## src/hw/rtl/page_sharer_comm_detector_defines.svh

```systemverilog
// Assertion macros used by the detector back end (psc_back).
`ifndef PAGE_SHARER_COMM_DETECTOR_DEFINES_SVH
`define PAGE_SHARER_COMM_DETECTOR_DEFINES_SVH

`ifndef SYNTHESIS
`define PSC_ASSERT_NOW(lbl, cond, prop, msg) \
  lbl: assert property (@(posedge clk) disable iff (!rst_n) (cond) |-> (prop)) else $error(msg);
`define PSC_ASSERT_NEXT(lbl, cond, prop, msg) \
  lbl: assert property (@(posedge clk) disable iff (!rst_n) (cond) |=> (prop)) else $error(msg);
`else
`define PSC_ASSERT_NOW(lbl, cond, prop, msg)
`define PSC_ASSERT_NEXT(lbl, cond, prop, msg)
`endif

`endif

```

## src/hw/rtl/psc_pkg.sv

```systemverilog
`default_nettype none
package psc_pkg;

  localparam int ADDR_W    = 48;
  localparam int TID_W     = 5;
  localparam int OP_W      = 2;
  localparam int VALUE_W   = 32;

  localparam int HASH_BITS_DEF  = 10;
  localparam int PAGE_BITS_DEF  = 12;
  localparam int THREADS_DEF    = 32;
  localparam int COUNT_BITS_DEF = 32;

  localparam logic [31:0] HASH_MULT = 32'h61C88647;

  typedef enum logic [OP_W-1:0] {
    OP_ACCESS      = 2'd0,
    OP_RD_SHARE    = 2'd1,
    OP_RD_CONFLICT = 2'd2,
    OP_NOP         = 2'd3
  } op_t;

  typedef enum logic [2:0] {
    S_CLR,
    S_IDLE,
    S_TBL,
    S_RDC,
    S_C1,
    S_C2,
    S_OUT
  } state_t;

  typedef struct packed {
    logic               tag_conflict;
    logic [1:0]         pairs_counted;
    logic [TID_W-1:0]   first_peer;
    logic [TID_W-1:0]   second_peer;
    logic [VALUE_W-1:0] counter_value;
  } res_t;

endpackage
`default_nettype wire

```

## src/hw/rtl/psc_front.sv

```systemverilog
`default_nettype none
module psc_front #(
  parameter int HASH_BITS = psc_pkg::HASH_BITS_DEF,
  parameter int PAGE_BITS = psc_pkg::PAGE_BITS_DEF,
  parameter int QW = 2 + 5 + 48 + 5 + HASH_BITS
) (
  input  wire logic                        clk,
  input  wire logic                        rst_n,
  input  wire logic                        enable,
  input  wire logic                        in_valid,
  output logic                             in_ready,
  input  wire logic [psc_pkg::OP_W-1:0]    in_opcode,
  input  wire logic [psc_pkg::TID_W-1:0]   in_thread_id,
  input  wire logic [psc_pkg::ADDR_W-1:0]  in_access_address,
  input  wire logic [psc_pkg::TID_W-1:0]   in_peer_id,
  input  wire logic                        q_ready,
  output logic                             q_push,
  output logic [QW-1:0]                    q_data
);
  import psc_pkg::*;

  logic                 v_r, v_nxt;
  logic [OP_W-1:0]      op_r;
  logic [TID_W-1:0]     tid_r;
  logic [ADDR_W-1:0]    addr_r;
  logic [TID_W-1:0]     peer_r;
  logic [HASH_BITS-1:0] hash_r;
  logic [31:0]          page32;
  logic [31:0]          prod;
  logic                 accept;

  assign page32   = 32'(in_access_address >> PAGE_BITS);
  assign prod     = page32 * HASH_MULT;
  assign q_push   = v_r && q_ready;
  assign in_ready = enable && (!v_r || q_ready);
  assign accept   = in_valid && in_ready;
  assign q_data   = {op_r, tid_r, addr_r, peer_r, hash_r};

  always_comb begin
    v_nxt = v_r;
    if (q_push) begin
      v_nxt = 1'b0;
    end
    if (accept) begin
      v_nxt = 1'b1;
    end
  end

  always_ff @(posedge clk) begin
    if (!rst_n) begin
      v_r <= 1'b0;
    end else begin
      v_r <= v_nxt;
    end
    if (accept) begin
      op_r   <= in_opcode;
      tid_r  <= in_thread_id;
      addr_r <= in_access_address;
      peer_r <= in_peer_id;
      hash_r <= prod[31 -: HASH_BITS];
    end
  end
endmodule
`default_nettype wire

```

## config.mk

```make
export PLATFORM = sky130hd
export DESIGN_NAME = psc_front
export DESIGN_NICKNAME = d
export VERILOG_FILES = /design/src/hw/rtl/page_sharer_comm_detector_defines.svh /design/src/hw/rtl/psc_pkg.sv /design/src/hw/rtl/psc_front.sv
export SDC_FILE = /design/constraint.sdc
export NUM_CORES = 1
export LEC_CHECK = 0
export ABC_AREA = 1
export BUFFER_PORTS_ARGS = -buffer_cell sky130_fd_sc_hd__buf_2
export CORE_MARGIN = 2
export CORE_UTILIZATION = 50
export CTS_CLUSTER_DIAMETER = 200
export DETAILED_ROUTE_END_ITERATION = 12
export PLACE_DENSITY = 0.74
export RECOVER_POWER = 100
export SLEW_MARGIN = 15
export SYNTH_ARGS = -nofsm -noshare
export SYNTH_HDL_FRONTEND = slang
export SYNTH_SLANG_ARGS = --single-unit
```

## constraint.sdc

```tcl
create_clock -name clk -period 7.1 [get_ports clk]
set_input_delay 1.42 -clock clk [delete_from_list [all_inputs] [get_ports clk]]
set_output_delay 1.42 -clock clk [all_outputs]
set_load 0.02 [all_outputs]
```

==> flow_metrics.py <==
metrics = {
    "global_route": {
        "grt_overflow": 0,
        "grt_max_degree": 72,
        "grt_pass1_vias": 6837,
        "gr-usage-all-layers": 0.237,
        "grt_pass1_wl_mm": 35.3,
        "antenna_found_initial": 0,
    },
    "job": {
        "cap_violations": 1,
    },
    "placement": {
        "dp_cells": 1318,
        "placed_area_um2": 10500,
        "portBuffers": 136,
        "gp_congestion": 0.956,
        "hpwl_mm": 19.2,
    },
    "clock_tree": {
        "cts_setup_buffers": 0,
        "cts_made_buffers": 9,
        "clk_pin_slew_worst_paths_ns": 0.06,
        "cts.path.max_buffers": 2,
        "hold_buffers": 0,
        "cts_resized": 0,
        "cts_root_buffer": "clkbuf_16",
        "clkLatencyLatePin_ns": 0.34,
        "htreeDepth": 3,
        "cts_tree": "done",
        "cts.sinks": 71,
    },
    "finish": {
        "areaGrowthSynthToFinish_pct": 12.7,
        "stdcell_count": 1334,
        "n_fill_cell": 1670,
        "drive_above_1_share": 0.0791,
        "final_net_count": 1462,
        "stdcell_area_um2": 10600,
        "diodes": 0,
    },
    "critical_path": {
        "r2r-start": "v_r",
        "cp_max_fo": 7,
        "max_stage_delay_ns": 0.55,
        "r2r_end": "addr_r[12]",
        "crit_top_cell": "fa_1",
        "worst_path_max_delay_cell": "clkbuf_1",
        "crit_family": "adder cells",
        "required_ns": 7.20,
        "critPathKind": "input pin to register",
        "worstRegToRegCells": 4,
        "path_buf_inv": 6,
        "critical_path_arrival_ns": 6.79,
        "critPathLaunchType": "input pin",
        "reg2reg_slack_ns": 3.37,
        "endpoint_kind": "register",
        "crit_chain": "buf_2 -> clkbuf_1 -> fa_1 -> ha_1 -> ha_1 -> inv_1 -> fa_1 -> inv_1 -> fa_1 -> fa_1 -> fa_1 -> inv_1 -> fa_1 -> inv_1 -> ha_1 -> nand2_1 -> nor2_1 -> nand2_1 -> o211ai_1 -> a31oi_1 -> nand2_1 -> nand2_1 -> nand2_1",
    },
    "sta": {
        "maxSlewHeadroom": -1.49,
        "clock_skew_ns": 0.00646,
        "tightest_slew_ns": 3.73,
        "fin_crit_sh": 0.943,
        "maxSlewViolCount": 72,
        "tns_ns": 0,
        "rsz0062_at_grt": "no",
        "fmax_ghz": 0.149,
        "whs_ns": 0.664,
        "setup_viol": 0,
        "finalCriticalPeriod_ns": 6.70,
        "hold_viol": 0,
    },
    "synth": {
        "syn_area_um2": 9390,
        "synth_cell_type_count": 32,
        "syn_area_per_cell_um2": 10.0,
        "synthFlopType": "edfxtp_1",
        "synth_edf_count": 70,
        "yosysWarnings": 0,
        "yosysMostFrequentCell": "inv_1",
        "synthesis.nets": 1303,
        "synthTopCellsByArea": "fa_1 29%, edfxtp_1 22%, ha_1 22%",
        "yosysTopAreaCellShare": 0.290,
        "syn_inst": 936,
        "ys_ff_latch": 71,
        "seq_area_frac_synth": 0.226,
        "synth.largest_area_cell": "fa_1",
        "netlist_top_cells_count": "273 x inv_1, 166 x ha_1, 136 x fa_1, 125 x nand2_1, 70 x edfxtp_1",
        "ys_async_sr_fraction": 0,
    },
    "drt": {
        "drt-total-wl_mm": 22.3,
        "via_per_inst": 5.04,
        "drtIter0Drc": 362,
        "post-route-drc-count": 0,
        "via_count": 6721,
        "drtPass1Iterations": 5,
        "ant_nets": 0,
        "wl_per_cell_um": 16.7,
    },
    "floorplan": {
        "die_w_um": 141,
        "die_h_um": 141,
        "start_util": 0.506,
        "coreArea_um2": 18600,
        "fp-row-count": 50,
        "die_area_um2": 19900,
        "ios": 137,
    },
    "min_path": {
        "hold_depth": 4,
        "min-delay-start": "v_r",
        "hold_end": "v_r",
        "hold_class": "register to register",
    },
    "run_status": {
        "outcome": "finished, violations left",
        "violations": "capacitance limit, slew limit",
    },
}
==> how the worst max path moves through the flow <==
| stage | from | to | slack (ns) | cells past startpoint |
|---|---|---|---|---|
| 3_5_place_dp | in_access_address[19] | hash_r[9] | 0.14 | 24 |
| 4_1_cts | in_access_address[19] | hash_r[9] | 0.54 | 24 |
| 3_3_place_gp | in_access_address[19] | hash_r[9] | 0.19 | 24 |
| 6_report | in_access_address[16] | hash_r[8] | 0.40 | 23 |
| 2_1_floorplan | in_access_address[18] | hash_r[9] | 0.53 | 23 |
| 5_1_grt | in_access_address[13] | hash_r[5] | 0.11 | 22 |
==> metrics by stage <==
step | worst slack (ns) | util
after global routing | 0.108 | 0.570
final | 0.402 | 0.570
after CTS | 0.539 | 0.579
after global placement | 0.190 | 0.563
after floorplan | 0.533 | -
after detailed placement | 0.137 | 0.563
==> layout by cell type, fill, tap and decap left out, drive strengths merged, types with 3 or more instances in the layout <==
| cell type | Yosys | layout |
|---|---|---|
| inv | 276 | 280 |
| ha | 166 | 166 |
| fa | 136 | 136 |
| nand2 | 133 | 133 |
| clkbuf | 0 | 114 |
| edfxtp | 70 | 70 |
| buf | 0 | 43 |
| nor2 | 34 | 34 |
| a21oi | 29 | 29 |
| nand3 | 29 | 29 |
| o21ai | 18 | 18 |
| xor2 | 9 | 9 |
| a31oi | 6 | 6 |
| a21o | 6 | 6 |
| xnor2 | 6 | 6 |
| o21bai | 4 | 4 |
| nor3 | 4 | 4 |
| nand4 | 3 | 3 |
==> flip-flops by register name, summed over array words and instances, names as in the netlist <==
register  cells
addr_r       48
hash_r       10
peer_r        5
op_r          2
v_r           1
tid_r         5
==> cell families after synthesis <==
| family | Yosys count | share of synthesized area |
|---|---|---|
| and+or+nand+nor | 207 | 0.0978 |
| buffers and inverters | 276 | 0.110 |
| DFF | 71 | 0.226 |
| AOI/OAI and AO/OA | 65 | 0.0410 |
| xor gates and xnor gates | 15 | 0.0140 |
| adders and majority gates | 302 | 0.511 |
==> routing by layer <==
| layer | GRT usage | up-vias | wire length [µm] |
|---|---|---|---|
| met5 | 0 | - | 0 |
| met4 | 0.0874 | 0 | 733 |
| met3 | 0.0438 | 39 | 1440 |
| met2 | 0.392 | 227 | 10300 |
| met1 | 0.313 | 3218 | 9810 |
| li1 | - | 3237 | - |
==> worst min-delay path, delay by kind of cell (launching register included) <==
kind | cells | cell delay (ns)
buffers and inverters | 2 | 0.08
AOI/OAI and AO/OA | 1 | 0.17
DFF | 1 | 0.31
and+or+nand+nor | 1 | 0.07
==> layout make-up <==
type                       instances  area (µm²)  share of cell area
multi-input combinational        589        6230               0.589
clock inverter                     7        61.3             0.00579
clock buffer                       9         225              0.0213
tap                              234         293              0.0277
sequential                        71        2120               0.200
timing repair buffer             148         617              0.0583
inverter                         276        1040              0.0978
Power is left out: the tool's default activity adds up to more than one toggle a clock period on the data nets, which glitch-free logic cannot reach.
