[src/hw/rtl/page_sharer_comm_detector_defines.svh]
// Assertion macros used by the detector back end (psc_back).
`ifndef PAGE_SHARER_COMM_DETECTOR_DEFINES_SVH
`define PAGE_SHARER_COMM_DETECTOR_DEFINES_SVH

`ifndef SYNTHESIS
`define PSC_ASSERT_NOW(lbl, cond, prop, msg) \
  lbl: assert property (@(posedge clk) disable iff (!rst_n) (cond) |-> (prop)) else $error(msg);
`define PSC_ASSERT_NEXT(lbl, cond, prop, msg) \
  lbl: assert property (@(posedge clk) disable iff (!rst_n) (cond) |=> (prop)) else $error(msg);
`else
`define PSC_ASSERT_NOW(lbl, cond, prop, msg)
`define PSC_ASSERT_NEXT(lbl, cond, prop, msg)
`endif

`endif

[src/hw/rtl/psc_fifo.sv]
`default_nettype none
module psc_fifo #(
  parameter int W = 8
) (
  input  wire logic         clk,
  input  wire logic         rst_n,
  input  wire logic         push,
  input  wire logic [W-1:0] wdata,
  output logic              not_full,
  input  wire logic         pop,
  output logic              not_empty,
  output logic [W-1:0]      rdata
);
  logic [W-1:0] ent_r [2];
  logic         wp_r, rp_r;
  logic [1:0]   cnt_r;

  assign not_full  = cnt_r != 2'd2;
  assign not_empty = cnt_r != 2'd0;
  assign rdata     = ent_r[rp_r];

  always_ff @(posedge clk) begin
    if (!rst_n) begin
      wp_r  <= 1'b0;
      rp_r  <= 1'b0;
      cnt_r <= 2'd0;
    end else begin
      if (push) begin
        wp_r <= !wp_r;
      end
      if (pop) begin
        rp_r <= !rp_r;
      end
      cnt_r <= cnt_r + 2'(push) - 2'(pop);
    end
    if (push) begin
      ent_r[wp_r] <= wdata;
    end
  end
endmodule
`default_nettype wire

[config.mk]
export PLATFORM = sky130hd
export DESIGN_NAME = psc_fifo
export DESIGN_NICKNAME = d
export VERILOG_FILES = /design/src/hw/rtl/page_sharer_comm_detector_defines.svh /design/src/hw/rtl/psc_fifo.sv
export SDC_FILE = /design/constraint.sdc
export NUM_CORES = 1
export LEC_CHECK = 0
export ABC_AREA = 1
export BUFFER_PORTS_ARGS = -buffer_cell sky130_fd_sc_hd__buf_4
export CORE_MARGIN = 5
export CORE_UTILIZATION = 53
export CTS_CLUSTER_SIZE = 16
export DETAILED_ROUTE_END_ITERATION = 6
export PLACE_DENSITY = 0.8
export SYNTH_ARGS = -nofsm -noshare
export SYNTH_HDL_FRONTEND = slang
export SYNTH_SLANG_ARGS = --single-unit
[constraint.sdc]
create_clock -name clk -period 2.7 [get_ports clk]
set_input_delay 0.135 -clock clk [delete_from_list [all_inputs] [get_ports clk]]
set_output_delay 0.135 -clock clk [all_outputs]
set_load 0.02 [all_outputs]
==> impl_results.html, run 1 <==
<table>
<tr><th>Metric</th><th>Value</th></tr>
<tr><th colspan="2">Outcome</th></tr>
<tr><td>Outcome</td><td>finished, final reports clean</td></tr>
<tr><th colspan="2">Floorplanning</th></tr>
<tr><td>I/O pins</td><td>22</td></tr>
<tr><td>DIE AREA</td><td>2470 sq um</td></tr>
<tr><td>Effective utilization at floorplan</td><td>55.6%</td></tr>
<tr><td>Standard cell core area</td><td>1510 sq um</td></tr>
<tr><td>Width of the chip</td><td>49.7 um</td></tr>
<tr><td>Vertical extent of the die</td><td>49.7 um</td></tr>
<tr><td>FP Rows</td><td>14</td></tr>
<tr><th colspan="2">Synthesis</th></tr>
<tr><td>Share of Yosys cell area claimed by the top area cell type</td><td>a little under three fifths</td></tr>
<tr><td>EDFF count, synth</td><td>16</td></tr>
<tr><td>Main combinational cell family by area after synthesis</td><td>multiplexers</td></tr>
<tr><td>Top-count cell post-synth</td><td>edfxtp_1</td></tr>
<tr><td>Dominant cell type by area after synthesis</td><td>edfxtp_1</td></tr>
<tr><td>Post-synthesis area per instance</td><td>14.4 sq um</td></tr>
<tr><td>Synth Area in Adders</td><td>2.99%</td></tr>
<tr><td>Cells taking the most area after synthesis</td><td>edfxtp_1 57%, mux2_4 14%, dfxtp_1 12%</td></tr>
<tr><td>Commonest register cell after synthesis</td><td>edfxtp_1</td></tr>
<tr><td>Fraction of synthesized area in multiplexers</td><td>14.3%</td></tr>
<tr><td>Number of flip-flops and latches in the synthesized netlist</td><td>21</td></tr>
<tr><td>Synthesized-area fraction occupied by ao, oa, aoi and oai cells</td><td>0.598%</td></tr>
<tr><td>Synthesized area</td><td>837 sq um</td></tr>
<tr><td>Number of distinct library cell variants in the gate-level netlist after synthesis</td><td>10</td></tr>
<tr><td>Number of nets in the synthesized netlist</td><td>72</td></tr>
<tr><td>Synthesized instance count</td><td>a little under 60</td></tr>
<tr><td>Simple-gate share of the synthesized area</td><td>around 8.2%</td></tr>
<tr><td>Proportion of synthesized flip-flops having asynchronous set or reset</td><td>0%</td></tr>
<tr><td>Synth Area in XOR/XNOR</td><td>0%</td></tr>
<tr><td>Most instantiated cells after synthesis</td><td>16 x edfxtp_1, 10 x nand2_1, 8 x mux2_4</td></tr>
<tr><td>Warnings from Yosys</td><td>0</td></tr>
<tr><td>Sequential cell area fraction in the yosys report</td><td>between 60 and 70%</td></tr>
<tr><th colspan="2">STA</th></tr>
<tr><td>Highest clock frequency the design can meet</td><td>637 MHz</td></tr>
<tr><td>Hold WS</td><td>0.0195 ns</td></tr>
<tr><td>Setup TNS</td><td>0 ns</td></tr>
<tr><td>Final setup vio count</td><td>0</td></tr>
<tr><td>Worst-margin pin slew</td><td>approximately 0.64 ns</td></tr>
<tr><td>Max-Slew Margin vs Limit</td><td>57.1%</td></tr>
<tr><td>Final number of max-transition violations</td><td>0</td></tr>
<tr><td>Final hold violation count</td><td>0</td></tr>
<tr><td>Minimum clock period after layout</td><td>approximately 1.6 ns</td></tr>
<tr><td>Clock skew</td><td>around 0.0056 ns</td></tr>
<tr><td>Unrepaired setup endpoints after global routing</td><td>false</td></tr>
<tr><td>Final Cycle Share</td><td>58.2%</td></tr>
<tr><th colspan="2">Setup path</th></tr>
<tr><td>Slowest stage cell, crit path</td><td>dfxtp_1</td></tr>
<tr><td>Critical path data arrival time</td><td>~1.4 ns</td></tr>
<tr><td>Critical path capture point type</td><td>output pin</td></tr>
<tr><td>Ordered list of cells on the worst path</td><td>mux2_4 -&gt; buf_4</td></tr>
<tr><td>Largest driver fanout on the critical path</td><td>8</td></tr>
<tr><td>Kind of critical path</td><td>flop to output pin</td></tr>
<tr><td>Kind of start point of the critical path</td><td>flop</td></tr>
<tr><td>Delay-heaviest family, CP</td><td>flip-flops</td></tr>
<tr><td>Peak per-stage delay on the critical path</td><td>0.64 ns</td></tr>
<tr><td>Req. time, crit path</td><td>about 2.6 ns</td></tr>
<tr><td>Buf/Inv on CP</td><td>1</td></tr>
<tr><th colspan="2">Detailed routing</th></tr>
<tr><td>Iteration-0 DRC count of the detailed router</td><td>5</td></tr>
<tr><td>Highest routed metal layer</td><td>met4</td></tr>
<tr><td>Residual DRC count</td><td>0</td></tr>
<tr><td>Detailed-router iteration count before antenna repair</td><td>3</td></tr>
<tr><td>Total wire length</td><td>1.27 mm</td></tr>
<tr><td>Met1 wire length</td><td>460 um</td></tr>
<tr><td>Wire length per cell after detailed routing</td><td>13.0 um</td></tr>
<tr><td>Number of vias per cell</td><td>4.88</td></tr>
<tr><td>Detailed-routed wire length on met2</td><td>714 um</td></tr>
<tr><td>Via count</td><td>478</td></tr>
<tr><td>Number of nets with antenna violations after detailed routing</td><td>0</td></tr>
<tr><td>Total length of routed met3 wires</td><td>81 um</td></tr>
<tr><th colspan="2">Power</th></tr>
<tr><td>Seq pwr share</td><td>between 50 and 60%</td></tr>
<tr><td>Internal power component</td><td>~500 uW</td></tr>
<tr><td>Total power density per cell area</td><td>625 nW/um^2</td></tr>
<tr><td>Leakage power</td><td>0.000464 uW</td></tr>
<tr><td>Switching part of the total power</td><td>24.4%</td></tr>
<tr><td>Net Switching</td><td>157 uW</td></tr>
<tr><td>Worst vdd ir</td><td>346 uV</td></tr>
<tr><td>Share of power burned in combinational logic</td><td>18.4%</td></tr>
<tr><td>Clock share of power</td><td>22.2%</td></tr>
<tr><th colspan="2">Clocking</th></tr>
<tr><td>Clock network latency to the later pin of the worst-skew pair</td><td>between 0.2 and 0.3 ns</td></tr>
<tr><td>Clk root buf</td><td>clkbuf_4</td></tr>
<tr><td>Buffer depth of the longest clock path</td><td>2</td></tr>
<tr><td>Clk slew on worst S/H paths</td><td>~0.11 ns</td></tr>
<tr><td>Total of cells resized after clock tree synthesis</td><td>0</td></tr>
<tr><td>Setup Fix Bufs, Post-CTS</td><td>0</td></tr>
<tr><td>Clock buffers created by TritonCTS</td><td>3</td></tr>
<tr><td>TritonCTS clock tree</td><td>yes</td></tr>
<tr><td>Hold_buf cts</td><td>0</td></tr>
<tr><td>Number of clock sinks</td><td>21</td></tr>
<tr><td>H-tree level count</td><td>1</td></tr>
<tr><th colspan="2">Final layout</th></tr>
<tr><td>Net count, final</td><td>97</td></tr>
<tr><td>Share of cells above drive strength 1</td><td>approximately two fifths</td></tr>
<tr><td>Area taken by flip-flops and latches</td><td>between 500 and 600 sq um</td></tr>
<tr><td>Number of diodes</td><td>0</td></tr>
<tr><td>Area grow syn2layout</td><td>23.0%</td></tr>
<tr><td>Area occupied by multi-input gates</td><td>219 sq um</td></tr>
<tr><td>Layout filler cell count</td><td>112</td></tr>
<tr><th colspan="2">Global routing</th></tr>
<tr><td>Combined global-route utilization of all metal layers</td><td>11.5%</td></tr>
<tr><td>Antenna violations before repair</td><td>0</td></tr>
<tr><td>Vias in the first global route</td><td>501</td></tr>
<tr><td>Maximum number of pins on one net before global-route repair</td><td>12</td></tr>
<tr><td>Global-route wire length before repair</td><td>2.13 mm</td></tr>
<tr><td>GR Overflow Total</td><td>0</td></tr>
<tr><th colspan="2">Job</th></tr>
<tr><td>Max-cap violation count</td><td>0</td></tr>
<tr><th colspan="2">Place</th></tr>
<tr><td>IO buf count</td><td>21</td></tr>
<tr><td>Detailed Place HPWL</td><td>1.02 mm</td></tr>
<tr><td>Routability Congestion</td><td>0.664</td></tr>
<tr><th colspan="2">Hold path</th></tr>
<tr><td>Path type of the worst min-delay path</td><td>primary input to flop</td></tr>
</table>
-- routing by layer --
metal,track usage [%],vias to the layer above
li1,-,242
met1,11.8,222
met3,4.22,2
met5,0,-
met2,19.7,12
met4,6.55,0
-- stage by stage --
stage	worst slack, ns	power, uW	instance area [sq um]	utilization [%]	std cells
final	1.13	643	1030	68.4	98
after global routing	1.06	672	1030	68.4	98
after CTS	1.11	649	1030	68.4	98
after detailed placement	1.45	509	1000	66.6	94
after global placement	1.46	502	1000	66.6	94
after floorplan	1.63	460	837	-	58
-- layout make-up --
cell class              count  share of cell area [%]
clock buffers               4                    2.55
inverters                   7                    2.55
multi-input cells          29                    21.3
flip-flops and latches     21                    56.4
well taps                  16                    1.94
repair buffers             21                    15.3
-- power groups by stage --
stage,Sequential (uW),Clock (uW),Combinational (uW)
after floorplan,383,0,77.1
after global placement,388,0,115
after detailed placement,389,0,120
after CTS,382,146,120
after global routing,384,158,130
final,382,143,118
-- flip-flops by register name (all words and copies together), names as in the netlist, named ones only --
signal,count
cnt_r,2
wp_r,1
rp_r,1
ent_r,16
-- final timing paths --
check / cells past startpoint / to / slack (ns) / start
setup / recovery: 2 / rdata[6] / 1.13 / flop
hold / removal: 1 / ent_r[1][3] / 0.02 / wdata[3]
setup reg to reg: 1 / ent_r[0][4] / 1.48 / wp_r
hold reg to reg: 2 / wp_r / 0.54 / wp_r
-- cell usage in the layout (no fill, tap or decap) --
master | synthesis | routed
buf_4 | 0 | 21
edfxtp_1 | 16 | 16
nand2_1 | 10 | 10
mux2_4 | 8 | 8
inv_1 | 7 | 7
nor2_1 | 7 | 7
dfxtp_1 | 5 | 5
clkbuf_4 | 0 | 3
ha_1 | 2 | 2
a21oi_1 | 1 | 1
nand3_1 | 1 | 1
clkbuf_1 | 0 | 1
-- cell families (layout without fill, tap and decap cells) --
family | Yosys count | count (layout)
buffers and inverters | 8 | 32
adders and majority gates | 2 | 2
and+or+nand+nor | 18 | 18
muxes | 8 | 8
AOI/OAI and AO/OA | 1 | 1
DFF | 21 | 21
(Power assumes the default switching activity.)
==> run 2, diff against run 1 <==
CORE_UTILIZATION = 49   (was 53)
PLACE_DENSITY = 0.75   (was 0.8)
clock period = 1.6 ns   (was 2.7 ns; I/O delays follow)
==> impl_results.html, run 2 (synthesis gave the netlist of run 1 again) <==
<table>
<tr><th>Metric</th><th>Value</th></tr>
<tr><th colspan="2">Floorplanning</th></tr>
<tr><td>I/O pins</td><td>22 (unchanged)</td></tr>
<tr><td>FP Rows</td><td>15 (+1)</td></tr>
<tr><td>Width of the chip</td><td>51.3 um (+3.2%)</td></tr>
<tr><td>Standard cell core area</td><td>1670 sq um (+11%)</td></tr>
<tr><td>Effective utilization at floorplan</td><td>50.1% (-5.5 points)</td></tr>
<tr><td>Vertical extent of the die</td><td>51.3 um (+3.2%)</td></tr>
<tr><td>DIE AREA</td><td>2630 sq um (+6.5%)</td></tr>
<tr><th colspan="2">Clocking</th></tr>
<tr><td>Clk root buf</td><td>clkbuf_4</td></tr>
<tr><td>TritonCTS clock tree</td><td>yes</td></tr>
<tr><td>Clock network latency to the later pin of the worst-skew pair</td><td>0.29 ns (about the same)</td></tr>
<tr><td>Number of clock sinks</td><td>21 (unchanged)</td></tr>
<tr><td>Clk slew on worst S/H paths</td><td>0.11 ns (about the same)</td></tr>
<tr><td>Buffer depth of the longest clock path</td><td>2 (unchanged)</td></tr>
<tr><td>H-tree level count</td><td>1 (unchanged)</td></tr>
<tr><td>Clock buffers created by TritonCTS</td><td>3 (unchanged)</td></tr>
<tr><th colspan="2">Final layout</th></tr>
<tr><td>Number of diodes</td><td>0 (unchanged)</td></tr>
<tr><td>Area grow syn2layout</td><td>33.8%</td></tr>
<tr><td>Commonest non-fill, non-tap cell in the layout</td><td>buf_4</td></tr>
<tr><td>Final design utilization</td><td>67.0% (-1.3 points)</td></tr>
<tr><td>Share of cells above drive strength 1</td><td>37.4% (-1.7 points)</td></tr>
<tr><td>Largest registers</td><td>ent_r (16), cnt_r (2)</td></tr>
<tr><td>Largest register by flop count</td><td>ent_r</td></tr>
<tr><td>Highest-count cells in the layout ignoring fill and taps</td><td>22 x buf_4, 16 x edfxtp_1, 10 x nand2_1, 8 x mux2_4, 8 x dlygate4sd3_1</td></tr>
<tr><td>Net count, final</td><td>106 (+9.3%)</td></tr>
<tr><td>Number of flip-flops in the largest register</td><td>16 (unchanged)</td></tr>
<tr><td>Non-filler instance count after layout</td><td>108 (+10%)</td></tr>
<tr><td>Layout filler cell count</td><td>129 (+15%)</td></tr>
<tr><th colspan="2">Setup path</th></tr>
<tr><td>Kind of start point of the critical path</td><td>flop</td></tr>
<tr><td>Largest driver fanout on the critical path</td><td>8 (unchanged)</td></tr>
<tr><td>Kind of critical path</td><td>flop to output pin</td></tr>
<tr><td>Critical path data arrival time</td><td>1.27 ns (-0.17 ns)</td></tr>
<tr><td>Req. time, crit path</td><td>1.52 ns (-1.05 ns)</td></tr>
<tr><td>Critical path capture point type</td><td>output pin</td></tr>
<tr><th colspan="2">STA</th></tr>
<tr><td>Final Cycle Share</td><td>84.5%</td></tr>
<tr><td>Final setup vio count</td><td>0 (unchanged)</td></tr>
<tr><td>Final number of max-transition violations</td><td>0 (unchanged)</td></tr>
<tr><td>Worst-margin pin slew</td><td>0.354 ns (-0.288 ns)</td></tr>
<tr><td>Hold WS</td><td>0.00586 ns (-0.0137 ns)</td></tr>
<tr><td>Clock skew</td><td>0.00969 ns (+0.00413 ns)</td></tr>
<tr><td>Unrepaired setup endpoints after global routing</td><td>false</td></tr>
<tr><td>Setup TNS</td><td>0 ns (unchanged)</td></tr>
<tr><td>Final hold violation count</td><td>0 (unchanged)</td></tr>
<tr><td>Max-Slew Margin vs Limit</td><td>76.4% (+19 points)</td></tr>
<tr><td>Worst Setup Slack, final</td><td>0.248 ns (-0.881 ns)</td></tr>
<tr><td>Minimum clock period after layout</td><td>1.35 ns</td></tr>
<tr><td>Highest clock frequency the design can meet</td><td>740 MHz</td></tr>
<tr><th colspan="2">Place</th></tr>
<tr><td>Detailed Place HPWL</td><td>1.02 mm (about the same)</td></tr>
<tr><td>Placed cells</td><td>96 (+2.1%)</td></tr>
<tr><td>Routability Congestion</td><td>0.644 (-3.1%)</td></tr>
<tr><td>IO buf count</td><td>21 (unchanged)</td></tr>
<tr><td>Post-Place Worst Slack</td><td>0.400 ns (-1.05 ns)</td></tr>
<tr><th colspan="2">Global routing</th></tr>
<tr><td>Global-route wire length before repair</td><td>2.50 mm (+18%)</td></tr>
<tr><td>GR Overflow Total</td><td>0 (unchanged)</td></tr>
<tr><td>Combined global-route utilization of all metal layers</td><td>13.0% (+1.5 points)</td></tr>
<tr><td>Antenna violations before repair</td><td>0 (unchanged)</td></tr>
<tr><td>Vias in the first global route</td><td>556 (+11%)</td></tr>
<tr><td>Maximum number of pins on one net before global-route repair</td><td>12 (unchanged)</td></tr>
<tr><th colspan="2">Detailed routing</th></tr>
<tr><td>Number of nets with antenna violations after detailed routing</td><td>0 (unchanged)</td></tr>
<tr><td>Wire length per cell after detailed routing</td><td>14.6 um (+12%)</td></tr>
<tr><td>Total wire length</td><td>1.57 mm (+24%)</td></tr>
<tr><td>Detailed-router iteration count before antenna repair</td><td>6 (+3)</td></tr>
<tr><td>Number of vias per cell</td><td>4.94 (+1.2%)</td></tr>
<tr><td>Via count</td><td>533 (+12%)</td></tr>
<tr><td>Iteration-0 DRC count of the detailed router</td><td>7 (+2)</td></tr>
<tr><td>Residual DRC count</td><td>0 (unchanged)</td></tr>
<tr><th colspan="2">Power</th></tr>
<tr><td>Leakage power</td><td>0.000503 uW (+8.3%)</td></tr>
<tr><td>Worst vdd ir</td><td>710 uV (+100%)</td></tr>
<tr><td>Total power density per cell area</td><td>993 nW/um^2 (+59%)</td></tr>
<tr><th colspan="2">Job</th></tr>
<tr><td>Max-cap violation count</td><td>0 (unchanged)</td></tr>
<tr><th colspan="2">Hold path</th></tr>
<tr><td>Path type of the worst min-delay path</td><td>primary input to flop</td></tr>
<tr><th colspan="2">Outcome</th></tr>
<tr><td>Outcome</td><td>finished, final reports clean</td></tr>
</table>
## run 2: changes by cell type in the layout (fill, tap and decap cells not counted)
cell,change
dfxtp_1,-1
dlygate4sd3_1,+8
dfxtp_2,+1
buf_4,+1
## run 2: routing by layer
layer  vias up  wire, um  part of all wire, %  track usage, %
met2        13       882                   56            25.5
met4         0        12                 0.76            1.31
met5         -         0                    0               0
met1       257       600                   38            14.4
met3         2        77                  4.9            2.92
li1        261         -                    -               -
## run 2: power by group
group | internal, uW | switching (uW) | total, uW
combinational | 114 | 106 | 220
sequential | 625 | 20.4 | 645
clock | 96.7 | 150 | 247
total | 836 | 276 | 1110
## run 2: cell type report
| type | count | area [sq um] | share of cell area [%] |
|---|---|---|---|
| sequential | 21 | 582 | 52.0 |
| clock buffer | 4 | 26.3 | 2.35 |
| tap | 17 | 21.3 | 1.90 |
| timing repair buffer | 30 | 245 | 21.9 |
| inverter | 7 | 26.3 | 2.35 |
| multi-input combinational | 29 | 219 | 19.6 |
## run 2: through the flow
step,total power (uW),cell area [sq um]
final,1110,1120
after floorplan,776,837
after global routing,1180,1120
after detailed placement,860,1010
after CTS,1110,1120
after global placement,852,1010
## run 2: path summary, 6_finish.rpt
check             startpoint  endpoint  slack, ns  depth (start not counted)
setup reg to reg    cnt_r[0]  cnt_r[1]       0.42                          7
hold / removal         rst_n  cnt_r[0]      0.006                          3
setup / recovery        flop  rdata[6]       0.25                          2
hold reg to reg         wp_r      wp_r       0.52                          2
## run 2: critical path: stages, from the launching register on
cell and delay (ns):
dfxtp_2 0.50, mux2_4 0.33, buf_4 0.16
## run 2: timing repair
item | CTS | global route
setup endpoints to repair | 0 | 8
setup buffers | 0 | 0
hold endpoints to repair | 16 | 0
gates resized for setup | 0 | 1
hold buffers | 8 | 0
==> run 3, diff against run 2 <==
ABC_AREA = 0   (was 1)
clock period = 1.4 ns   (was 1.6 ns; I/O delays follow)
==> impl_results.html, run 3 <==
<table>
<tr><th>Metric</th><th>Value</th></tr>
<tr><th colspan="2">Outcome</th></tr>
<tr><td>Outcome</td><td>finished, final reports clean</td></tr>
<tr><th colspan="2">Final layout</th></tr>
<tr><td>Largest register by flop count</td><td>ent_r</td></tr>
<tr><td>Highest-count cells in the layout ignoring fill and taps</td><td>23 x buf_4, 16 x edfxtp_1, 9 x dlygate4sd3_1, 8 x mux2_2, 4 x and2_1</td></tr>
<tr><td>Largest registers</td><td>ent_r (16), cnt_r (2)</td></tr>
<tr><td>Area occupied by multi-input gates</td><td>210 sq um (-4.0%)</td></tr>
<tr><td>Area grow syn2layout</td><td>38.6%</td></tr>
<tr><td>Share of cells above drive strength 1</td><td>48.1% (+11 points)</td></tr>
<tr><td>Layout filler cell count</td><td>107 (-17%)</td></tr>
<tr><td>Commonest non-fill, non-tap cell in the layout</td><td>buf_4</td></tr>
<tr><td>Net count, final</td><td>96 (-9.4%)</td></tr>
<tr><td>Area taken by flip-flops and latches</td><td>586 sq um (+0.65%)</td></tr>
<tr><td>Number of diodes</td><td>0 (unchanged)</td></tr>
<tr><td>Number of flip-flops in the largest register</td><td>16 (unchanged)</td></tr>
<tr><th colspan="2">Setup path</th></tr>
<tr><td>Critical path data arrival time</td><td>1.22 ns (-0.05 ns)</td></tr>
<tr><td>Slowest stage cell, crit path</td><td>dfxtp_4</td></tr>
<tr><td>Largest driver fanout on the critical path</td><td>8 (unchanged)</td></tr>
<tr><td>Req. time, crit path</td><td>1.33 ns (-0.19 ns)</td></tr>
<tr><td>Critical path capture point type</td><td>output pin</td></tr>
<tr><td>Kind of start point of the critical path</td><td>flop</td></tr>
<tr><td>Ordered list of cells on the worst path</td><td>mux2_2 -&gt; buf_4</td></tr>
<tr><td>Kind of critical path</td><td>flop to output pin</td></tr>
<tr><td>Peak per-stage delay on the critical path</td><td>0.42 ns (-0.08 ns)</td></tr>
<tr><th colspan="2">STA</th></tr>
<tr><td>Worst-margin pin slew</td><td>0.400 ns (+0.0466 ns)</td></tr>
<tr><td>Worst Setup Slack, final</td><td>0.114 ns (-0.135 ns)</td></tr>
<tr><td>Final number of max-transition violations</td><td>0 (unchanged)</td></tr>
<tr><td>Minimum clock period after layout</td><td>1.29 ns</td></tr>
<tr><td>Clock skew</td><td>0.00721 ns (-0.00248 ns)</td></tr>
<tr><td>Unrepaired setup endpoints after global routing</td><td>false</td></tr>
<tr><td>Final Cycle Share</td><td>91.9%</td></tr>
<tr><td>Highest clock frequency the design can meet</td><td>roughly 780 MHz</td></tr>
<tr><td>Max-Slew Margin vs Limit</td><td>73.3% (-3.1 points)</td></tr>
<tr><td>Final setup vio count</td><td>0 (unchanged)</td></tr>
<tr><td>Final hold violation count</td><td>0 (unchanged)</td></tr>
<tr><td>Setup TNS</td><td>0 ns (unchanged)</td></tr>
<tr><th colspan="2">Place</th></tr>
<tr><td>IO buf count</td><td>21 (unchanged)</td></tr>
<tr><td>Detailed Place HPWL</td><td>944 um (-7.4%)</td></tr>
<tr><td>Post-Place Worst Slack</td><td>0.0235 ns (-0.377 ns)</td></tr>
<tr><td>Routability Congestion</td><td>0.647 (+0.50%)</td></tr>
<tr><th colspan="2">Global routing</th></tr>
<tr><td>Vias in the first global route</td><td>501 (-9.9%)</td></tr>
<tr><td>Antenna violations before repair</td><td>0 (unchanged)</td></tr>
<tr><td>Maximum number of pins on one net before global-route repair</td><td>13 (+1)</td></tr>
<tr><td>Combined global-route utilization of all metal layers</td><td>10.6% (-2.3 points)</td></tr>
<tr><td>GR Overflow Total</td><td>0 (unchanged)</td></tr>
<tr><td>Global-route wire length before repair</td><td>2.09 mm (-17%)</td></tr>
<tr><th colspan="2">Detailed routing</th></tr>
<tr><td>Via count</td><td>474 (-11%)</td></tr>
<tr><td>Iteration-0 DRC count of the detailed router</td><td>9 (+2)</td></tr>
<tr><td>Detailed-router iteration count before antenna repair</td><td>2 (-4)</td></tr>
<tr><td>Total wire length</td><td>1.23 mm (-22%)</td></tr>
<tr><td>Number of nets with antenna violations after detailed routing</td><td>0 (unchanged)</td></tr>
<tr><td>Wire length per cell after detailed routing</td><td>12.7 um (-13%)</td></tr>
<tr><td>Residual DRC count</td><td>0 (unchanged)</td></tr>
<tr><td>Number of vias per cell</td><td>4.89 (-0.98%)</td></tr>
<tr><th colspan="2">Power</th></tr>
<tr><td>Worst vdd ir</td><td>695 uV (-2.0%)</td></tr>
<tr><td>Leakage power</td><td>0.000456 uW (-9.3%)</td></tr>
<tr><td>Total power density per cell area</td><td>1170 nW/um^2 (+18%)</td></tr>
<tr><th colspan="2">Floorplanning</th></tr>
<tr><td>FP Rows</td><td>14 (-1)</td></tr>
<tr><td>Standard cell core area</td><td>1520 sq um (-8.8%)</td></tr>
<tr><td>Width of the chip</td><td>50.5 um (-1.6%)</td></tr>
<tr><td>Vertical extent of the die</td><td>50.5 um (-1.6%)</td></tr>
<tr><td>Effective utilization at floorplan</td><td>52.7% (+2.6 points)</td></tr>
<tr><td>I/O pins</td><td>22 (unchanged)</td></tr>
<tr><td>DIE AREA</td><td>2550 sq um (-3.2%)</td></tr>
<tr><th colspan="2">Synthesis</th></tr>
<tr><td>Commonest register cell after synthesis</td><td>edfxtp_1</td></tr>
<tr><td>Proportion of synthesized flip-flops having asynchronous set or reset</td><td>0% (unchanged)</td></tr>
<tr><td>Dominant cell type by area after synthesis</td><td>edfxtp_1</td></tr>
<tr><td>Number of nets in the synthesized netlist</td><td>60 (-17%)</td></tr>
<tr><td>Share of Yosys cell area claimed by the top area cell type</td><td>59.8% (+2.4 points)</td></tr>
<tr><td>Number of flip-flops and latches in the synthesized netlist</td><td>21 (unchanged)</td></tr>
<tr><td>Synthesized area</td><td>803 sq um (-4.0%)</td></tr>
<tr><td>Warnings from Yosys</td><td>0 (unchanged)</td></tr>
<tr><td>Post-synthesis area per instance</td><td>17.5 sq um (+21%)</td></tr>
<tr><td>Sequential cell area fraction in the yosys report</td><td>72.3% (+2.9 points)</td></tr>
<tr><td>Number of distinct library cell variants in the gate-level netlist after synthesis</td><td>14 (+4)</td></tr>
<tr><td>EDFF count, synth</td><td>16 (unchanged)</td></tr>
<tr><td>Top-count cell post-synth</td><td>edfxtp_1</td></tr>
<tr><td>Cells taking the most area after synthesis</td><td>edfxtp_1 60%, dfxtp_1 12%, mux2_2 11%</td></tr>
<tr><td>Synthesized instance count</td><td>46 (-21%)</td></tr>
<tr><td>Most instantiated cells after synthesis</td><td>16 x edfxtp_1, 8 x mux2_2, 5 x dfxtp_1</td></tr>
<tr><th colspan="2">Hold path</th></tr>
<tr><td>Path type of the worst min-delay path</td><td>primary input to flop</td></tr>
<tr><th colspan="2">Clocking</th></tr>
<tr><td>H-tree level count</td><td>1 (unchanged)</td></tr>
<tr><td>TritonCTS clock tree</td><td>yes</td></tr>
<tr><td>Clock buffers created by TritonCTS</td><td>3 (unchanged)</td></tr>
<tr><td>Buffer depth of the longest clock path</td><td>2 (unchanged)</td></tr>
<tr><td>Clk root buf</td><td>clkbuf_4</td></tr>
<tr><td>Setup Fix Bufs, Post-CTS</td><td>0 (unchanged)</td></tr>
<tr><td>Clk slew on worst S/H paths</td><td>0.11 ns (about the same)</td></tr>
<tr><td>Number of clock sinks</td><td>21 (unchanged)</td></tr>
<tr><td>Clock network latency to the later pin of the worst-skew pair</td><td>0.29 ns (about the same)</td></tr>
<tr><th colspan="2">Job</th></tr>
<tr><td>Max-cap violation count</td><td>0 (unchanged)</td></tr>
</table>
-- run 3: worst max-delay path, delay by kind of cell, from the launching register on --
family / cells / cell delay, ns
buf+inv: 1 / 0.16
flops: 1 / 0.42
mux: 1 / 0.35
-- run 3: cell families after synthesis --
family	synth area share, %
AO/OA/AOI/OAI	0.935
XOR/XNOR	3.89
adder cells (fa/ha/maj)	3.11
buffers and inverters	1.56
flip-flops	72.3
multiplexers	11.2
AND/OR/NAND/NOR	7.01
-- run 3: layout make-up --
type                       instances  share of cell area [%]
multi-input combinational         22                    18.9
timing repair buffer              32                    23.6
clock buffer                       3                    2.02
sequential                        21                    52.6
clock inverter                     1                   0.449
tap                               16                    1.80
inverter                           2                   0.674
-- run 3: worst paths after layout --
path,to,cells past startpoint,from,slack [ns]
worst min-delay path,flop,3,pop,0.1
worst min register to register,flop,2,rp_r,0.58
worst max-delay path,rdata[7],2,flop,0.11
worst max register to register,cnt_r[1],6,cnt_r[0],0.17
-- run 3: report_power, final --
group / internal (uW) / switching (uW)
Sequential: 719 / 25.2
Clock: 106 / 164
Combinational: 165 / 122
Total: 990 / 312
-- run 3: repair_timing --
action,4_1_cts,5_1_grt
hold endpoints to repair,20,0
hold buffers,9,0
gates resized for setup,2,1
endpoints found under the setup margin,9,8
pin swaps,0,1
-- run 3: layer usage --
metal / GRT usage [%] / vias up / wire length (um)
met5: 0 / - / 0
met4: 2.55 / 0 / 0
met3: 2.96 / 0 / 71
met2: 18.4 / 11 / 642
met1: 13.1 / 224 / 514
li1: - / 239 / -
-- run 3: through the flow --
| stage | total power, uW | utilization [%] | cells | cell area (sq um) | hold slack (ns) |
|---|---|---|---|---|---|
| after floorplan | 916 | - | 46 | 803 | 0.169 |
| after global placement | 1020 | 65.0 | 84 | 991 | 0.255 |
| after detailed placement | 1030 | 65.0 | 84 | 991 | 0.260 |
| after CTS | 1330 | 72.9 | 97 | 1110 | 0.0895 |
| after global routing | 1380 | 73.1 | 97 | 1110 | 0.102 |
| final | 1300 | 73.1 | 97 | 1110 | 0.0961 |
